`config.mk`:
```
export PLATFORM = sky130hd
export DESIGN_NAME = header_sum_frame_receiver_top
export DESIGN_NICKNAME = d
export VERILOG_FILES = /design/src/rtl/hsfr_pkg.sv /design/src/rtl/hsfr_frame_ctrl.sv /design/src/rtl/header_sum_frame_receiver_top.sv
export SDC_FILE = /design/constraint.sdc
export NUM_CORES = 1
export LEC_CHECK = 0
export BUFFER_PORTS_ARGS = -buffer_cell sky130_fd_sc_hd__buf_4
export CELL_PAD_IN_SITES_DETAIL_PLACEMENT = 0
export CELL_PAD_IN_SITES_GLOBAL_PLACEMENT = 1
export CORE_MARGIN = 2
export CORE_UTILIZATION = 32
export DETAILED_ROUTE_END_ITERATION = 10
export PLACE_DENSITY_LB_ADDON = 0.1
export SETUP_SLACK_MARGIN = 0.4
export SLEW_MARGIN = 20
export SYNTH_ARGS = -nofsm -noshare
export SYNTH_HDL_FRONTEND = slang
export SYNTH_SLANG_ARGS = --single-unit
```
`constraint.sdc`:
```
create_clock -name clk -period 4.9 [get_ports clk]
set_input_delay 0 -clock clk [delete_from_list [all_inputs] [get_ports clk]]
set_output_delay 0 -clock clk [all_outputs]
set_load 0.02 [all_outputs]
```
`src/rtl/hsfr_pkg.sv`:
```
// Package for the header/sum frame receiver: constants and the result record.
// No dependencies; used by hsfr_frame_ctrl and header_sum_frame_receiver_top.
`default_nettype none
package hsfr_pkg;

	// frame format
	localparam int FRAME_LEN = 32;
	localparam int POS_W     = $clog2(FRAME_LEN);

	localparam logic [POS_W-1:0] LAST_POS = POS_W'(FRAME_LEN - 1);
	localparam logic [7:0]       HEADER_BYTE = 8'h8A;
	localparam logic [7:0]       ACK_BASE    = 8'h30;

	// result record, buffer_index in the lowest bit
	typedef struct packed {
		logic [7:0] ack_byte;
		logic       ack_valid;
		logic       checksum_ok;
		logic       buffer_index;
	} result_t;

	localparam int RESULT_W = $bits(result_t);
	localparam int OUT_DATA_W = ((RESULT_W + 7) / 8) * 8;

endpackage
`default_nettype wire

```
`src/rtl/hsfr_frame_ctrl.sv`:
```
// Frame tracker: header hunt, byte position, running sum, ping-pong buffer select.
// Depends on hsfr_pkg.
`default_nettype none
module hsfr_frame_ctrl (
	input  wire logic             clk,
	input  wire logic             arst_n,
	input  wire logic             step,        // consume rx_byte this cycle
	input  wire logic [7:0]       rx_byte,
	output logic                  frame_last,  // the byte on rx_byte closes the frame
	output hsfr_pkg::result_t     result
);

	logic [hsfr_pkg::POS_W-1:0] pos_q;
	logic [7:0]                 sum_q;
	logic                       buf_q;
	logic                       second_q;

	logic hunting;
	logic sum_match;
	logic ack;

	assign hunting    = (pos_q == '0);
	assign frame_last = !hunting && (pos_q >= hsfr_pkg::LAST_POS);

	// result for the closing byte
	assign sum_match = (rx_byte == sum_q);
	assign ack       = sum_match & second_q;

	always_comb begin
		result.buffer_index = buf_q;
		result.checksum_ok  = sum_match;
		result.ack_valid    = ack;
		result.ack_byte     = ack ? (hsfr_pkg::ACK_BASE + {7'b0, buf_q}) : 8'h00;
	end

	// frame state update
	always_ff @(posedge clk or negedge arst_n) begin
		if (!arst_n) begin
			pos_q    <= '0;
			sum_q    <= 8'h00;
			buf_q    <= 1'b0;
			second_q <= 1'b0;
		end else if (step) begin
			if (hunting) begin
				if (rx_byte == hsfr_pkg::HEADER_BYTE) begin
					sum_q    <= rx_byte;
					second_q <= 1'b0;
					pos_q    <= hsfr_pkg::POS_W'(1);
				end
			end else if (frame_last) begin
				buf_q <= ~buf_q;
				pos_q <= '0;
			end else begin
				if (pos_q == hsfr_pkg::POS_W'(1)) begin
					second_q <= (rx_byte == hsfr_pkg::HEADER_BYTE);
				end
				sum_q <= sum_q + rx_byte;
				pos_q <= pos_q + hsfr_pkg::POS_W'(1);
			end
		end
	end

endmodule
`default_nettype wire

```
`src/rtl/header_sum_frame_receiver_top.sv`:
```
// Top level of the header/sum frame receiver: input register, frame tracker, result register.
// Depends on hsfr_pkg and hsfr_frame_ctrl.
//
//  channel  | dir | handshake          | payload
//  ---------+-----+--------------------+------------------------------------------
//  s_axis   | in  | s_tvalid/s_tready  | s_tdata[7:0]  rx_byte
//  m_axis   | out | m_tvalid/m_tready  | m_tdata[15:0] buffer_index, checksum_ok,
//           |     |                    |               ack_valid, ack_byte
//
// One byte per cycle unless the input register stalls; a closing byte goes through the input
// and result registers. The input register feeds the frame tracker, whose update is a single
// 8-bit add and compare. The input register stalls only when a closing byte meets a full
// result register that is not read in the same cycle. Asynchronous reset clears position,
// sum, buffer select and valids; after reset the block hunts for the header.
`default_nettype none
module header_sum_frame_receiver_top (
	input  wire logic                              clk,
	input  wire logic                              arst_n,
	input  wire logic                              s_tvalid,
	output logic                                   s_tready,
	input  wire logic [7:0]                        s_tdata,  // [7:0] rx_byte
	output logic                                   m_tvalid,
	input  wire logic                              m_tready,
	// [0] buffer_index, [1] checksum_ok, [2] ack_valid, [10:3] ack_byte, rest zero
	output logic [hsfr_pkg::OUT_DATA_W-1:0]        m_tdata
);

	logic              valid_s1;
	logic [7:0]        byte_s1;
	logic              out_valid_q;
	hsfr_pkg::result_t out_q;

	logic              frame_last;
	hsfr_pkg::result_t result;
	logic              out_free;
	logic              step;

	// a closing byte needs a free result slot, other bytes never wait
	assign out_free = !out_valid_q || m_tready;
	assign step     = valid_s1 && (!frame_last || out_free);
	assign s_tready = !valid_s1 || step;

	// input register
	always_ff @(posedge clk or negedge arst_n) begin
		if (!arst_n) begin
			valid_s1 <= 1'b0;
		end else if (s_tready) begin
			valid_s1 <= s_tvalid;
		end
	end

	always_ff @(posedge clk) begin
		if (s_tvalid && s_tready) begin
			byte_s1 <= s_tdata;
		end
	end

	hsfr_frame_ctrl u_frame_ctrl (
		.clk        (clk),
		.arst_n     (arst_n),
		.step       (step),
		.rx_byte    (byte_s1),
		.frame_last (frame_last),
		.result     (result)
	);

	// result register
	always_ff @(posedge clk or negedge arst_n) begin
		if (!arst_n) begin
			out_valid_q <= 1'b0;
		end else if (step && frame_last) begin
			out_valid_q <= 1'b1;
		end else if (m_tready) begin
			out_valid_q <= 1'b0;
		end
	end

	always_ff @(posedge clk) begin
		if (step && frame_last) begin
			out_q <= result;
		end
	end

	assign m_tvalid = out_valid_q;
	assign m_tdata  = hsfr_pkg::OUT_DATA_W'(out_q);

endmodule
`default_nettype wire

```
==> results.sh <==
export IMPL_first_iter_violations=63
export IMPL_final_common_cell="buf_4"
export IMPL_synth_top_area_cell="dfrtp_1"
export IMPL_drive_above_1_share=0.194
export IMPL_yosys_top_cells_area="dfrtp_1, edfxtp_1, ha_1"
export IMPL_crit_start="u_frame_ctrl.pos_q[0]$_DFFE_PN0P_"
export IMPL_synth_edf_count=13
export IMPL_ys_warn_count=0
export IMPL_synth_top_cell_area_share=0.238
export IMPL_grt_pass1_wl_um=6380
export IMPL_min_path_cells=3
export IMPL_hold_path_class="input port to register"
export IMPL_vias=1323
export IMPL_die_h_um=78.8
export IMPL_r2r_end="u_frame_ctrl.sum_q[7]$_DFFE_PN0P_"
export IMPL_ir_worst_vdd_mv=0.202
export IMPL_reg2reg_slack_ns=2.38
export IMPL_ys_seq_elements=30
export IMPL_endpoint_kind="register"
export IMPL_r2r_start="u_frame_ctrl.pos_q[0]$_DFFE_PN0P_"
export IMPL_rsz0062_at_grt="false"
export IMPL_layout_min_cycle_time_ns=2.52
export IMPL_status="finished clean"
export IMPL_grt_overflow_total=0
export IMPL_p_leak_nw=0.955
export IMPL_cts_max_path_buffers=2
export IMPL_finClkSkew_ns=0.00628
export IMPL_wl_per_cell_um=13.7
export IMPL_rr_worst_depth=7
export IMPL_cp_arrival_ns=2.68
export IMPL_htree_levels=2
export IMPL_nFillCells=555
export IMPL_period_share=0.513
export IMPL_ys_flop_type="dfrtp_1"
export IMPL_dpl_hpwl_um=2770
export IMPL_max_slew_worst_pin_slew_ns=0.855
export IMPL_fin_nets=224
export IMPL_antenna_left=0
export IMPL_hold_ws_ns=0.0422
export IMPL_antenna_found_initial=0
export IMPL_fmax_mhz=398
export IMPL_place_congestion=0.797
export IMPL_holdPathEnd="m_tvalid$_DFFE_PN0P_"
export IMPL_syn_area_per_cell_um2=10.6
export IMPL_drv_cap=0
export IMPL_clockRootBuffer="clkbuf_8"
export IMPL_cts_sinks=30
export IMPL_first_pass_iters=5
export IMPL_finalHoldViolCount=0
export IMPL_cts_buffers=5
export IMPL_final_cell_mix="buf_4, dfrtp_1, nand2_1"
export IMPL_min_from="m_tready"
export IMPL_core_area_mm2=0.00544
export IMPL_report_final_slew_viol_count=0
export IMPL_num_io_pins=30
export IMPL_crit_type="register to register"
export IMPL_cp_max_fo=14
export IMPL_clkTransAtPathRegs_ns=0.07
export IMPL_start_util=0.329
export IMPL_crit_path_start_kind="register"
export IMPL_grt_max_degree=18
export IMPL_syn_area_mm2=0.00179
export IMPL_dieArea_mm2=0.00621
export IMPL_finalSetupTns_ns=0
export IMPL_async_flop_share=0.567
export IMPL_row_count=27
export IMPL_areaGrowthSynthToFinish_pct=21.0
export IMPL_clock_latency_ns=0.28
export IMPL_antenna_cells=0
export IMPL_grt_pass1_vias=1308
export IMPL_crit_required_ns=5.06
export IMPL_p_per_area_mw_per_mm2=526
export IMPL_relSlewSlack=0.423
export IMPL_setup_viol=0
export IMPL_synth_distinct_cells=49
export IMPL_viasPerCell=4.85
export IMPL_grt_use_total=0.135
export IMPL_ctsResizeCount=0
export IMPL_syn_inst=169
export IMPL_io_buffers=19
export IMPL_ys_seq_area_frac=0.456
export IMPL_cts_tree="built"
export IMPL_die_x_um=78.8
export IMPL_drt_total_wl_um=3740
export IMPL_drc=0
export IMPL_cts_setup_buffers=0
cells in the mapped netlist, drive strengths merged, types with 3 or more instances:
cell type / instances
inv: 9
dfrtp: 17
ha: 11
a211oi: 4
and3: 4
nand2: 15
nor3: 4
a22o: 3
buf: 14
o21ai: 9
a21o: 5
edfxtp: 13
mux2i: 5
a21oi: 10
nor2: 9
nor2b: 4
power by group:
| group | switching (mW) | internal, mW | leakage [nW] |
|---|---|---|---|
| Combinational | 0.279 | 0.231 | 0.565 |
| Sequential | 0.0575 | 0.324 | 0.332 |
| Clock | 0.0984 | 0.150 | 0.0579 |
stage by stage:
stage | cells | worst slack [ns] | power [mW] | util | area (um^2)
3_5_place_dp | 255 | 2.37 | 0.892 | 0.360 | 1960
2_1_floorplan | 178 | 2.71 | 0.780 | - | 1820
6_report | 273 | 2.38 | 1.14 | 0.398 | 2160
5_1_grt | 273 | 2.22 | 1.24 | 0.398 | 2160
3_3_place_gp | 255 | 2.42 | 0.885 | 0.360 | 1960
4_1_cts | 273 | 2.37 | 1.15 | 0.398 | 2160
kinds of logic (layout without fill, tap and decap cells):
logic type	after synthesis	in the layout	share of synthesized area
other cells	1	10	0.00210
simple gates	51	51	0.155
compound gates	42	42	0.167
fa+ha+maj	12	12	0.0881
flops	30	30	0.456
xor+xnor	3	3	0.0147
buf+inv	24	47	0.0825
mux	6	6	0.0343
per-layer routing:
layer  vias to the layer above  global-route usage  part of all wire
li1                        656                   -                 -
met1                       618               0.177              0.46
met2                        47               0.215              0.47
met3                         2              0.0409             0.061
met4                         0              0.0386            0.0067
met5                         -                   0                 0
state kept, by name (all words and copies together), names as in the netlist:
register               count
valid_s1                   1
u_frame_ctrl.second_q      1
m_tdata                    5
u_frame_ctrl.pos_q         5
u_frame_ctrl.buf_q         1
m_tvalid                   1
u_frame_ctrl.sum_q         8
byte_s1                    8
critical path, stage by stage, from the launching register on:
cell     delay, ns
dfrtp_1       0.42
inv_1         0.09
ha_1          0.15
or4b_1        0.55
or3_4         0.46
a21oi_4       0.36
mux2i_1       0.27
o32ai_2       0.09
area by class of cell:
type,count,area [um^2],share of cell area
Clock inverter,3,40.0,0.0185
Sequential cell,30,816,0.377
Clock buffer,5,68.8,0.0318
Inverter,9,33.8,0.0156
Tap cell,72,90.1,0.0416
Multi-Input combinational cell,124,866,0.400
Timing Repair Buffer,30,250,0.116
what timing repair did:
action | 4_1_cts | 5_1_grt
hold buffers | 10 | 0
endpoints found under the hold margin | 26 | 0
setup endpoints to repair | 0 | 0
worst max-delay path by stage:
stage | endpoint | slack, ns | cells after the start
6_report | u_frame_ctrl.sum_q[7]$_DFFE_PN0P_ | 2.38 | 7
5_1_grt | byte_s1[6]$_DFFE_PP_ | 2.22 | 6
4_1_cts | byte_s1[6]$_DFFE_PP_ | 2.37 | 6
3_5_place_dp | u_frame_ctrl.sum_q[7]$_DFFE_PN0P_ | 2.37 | 7
3_3_place_gp | u_frame_ctrl.sum_q[4]$_DFFE_PN0P_ | 2.42 | 7
2_1_floorplan | u_frame_ctrl.sum_q[7]$_DFFE_PN0P_ | 2.71 | 8
Power figures use the tool's default switching activity.
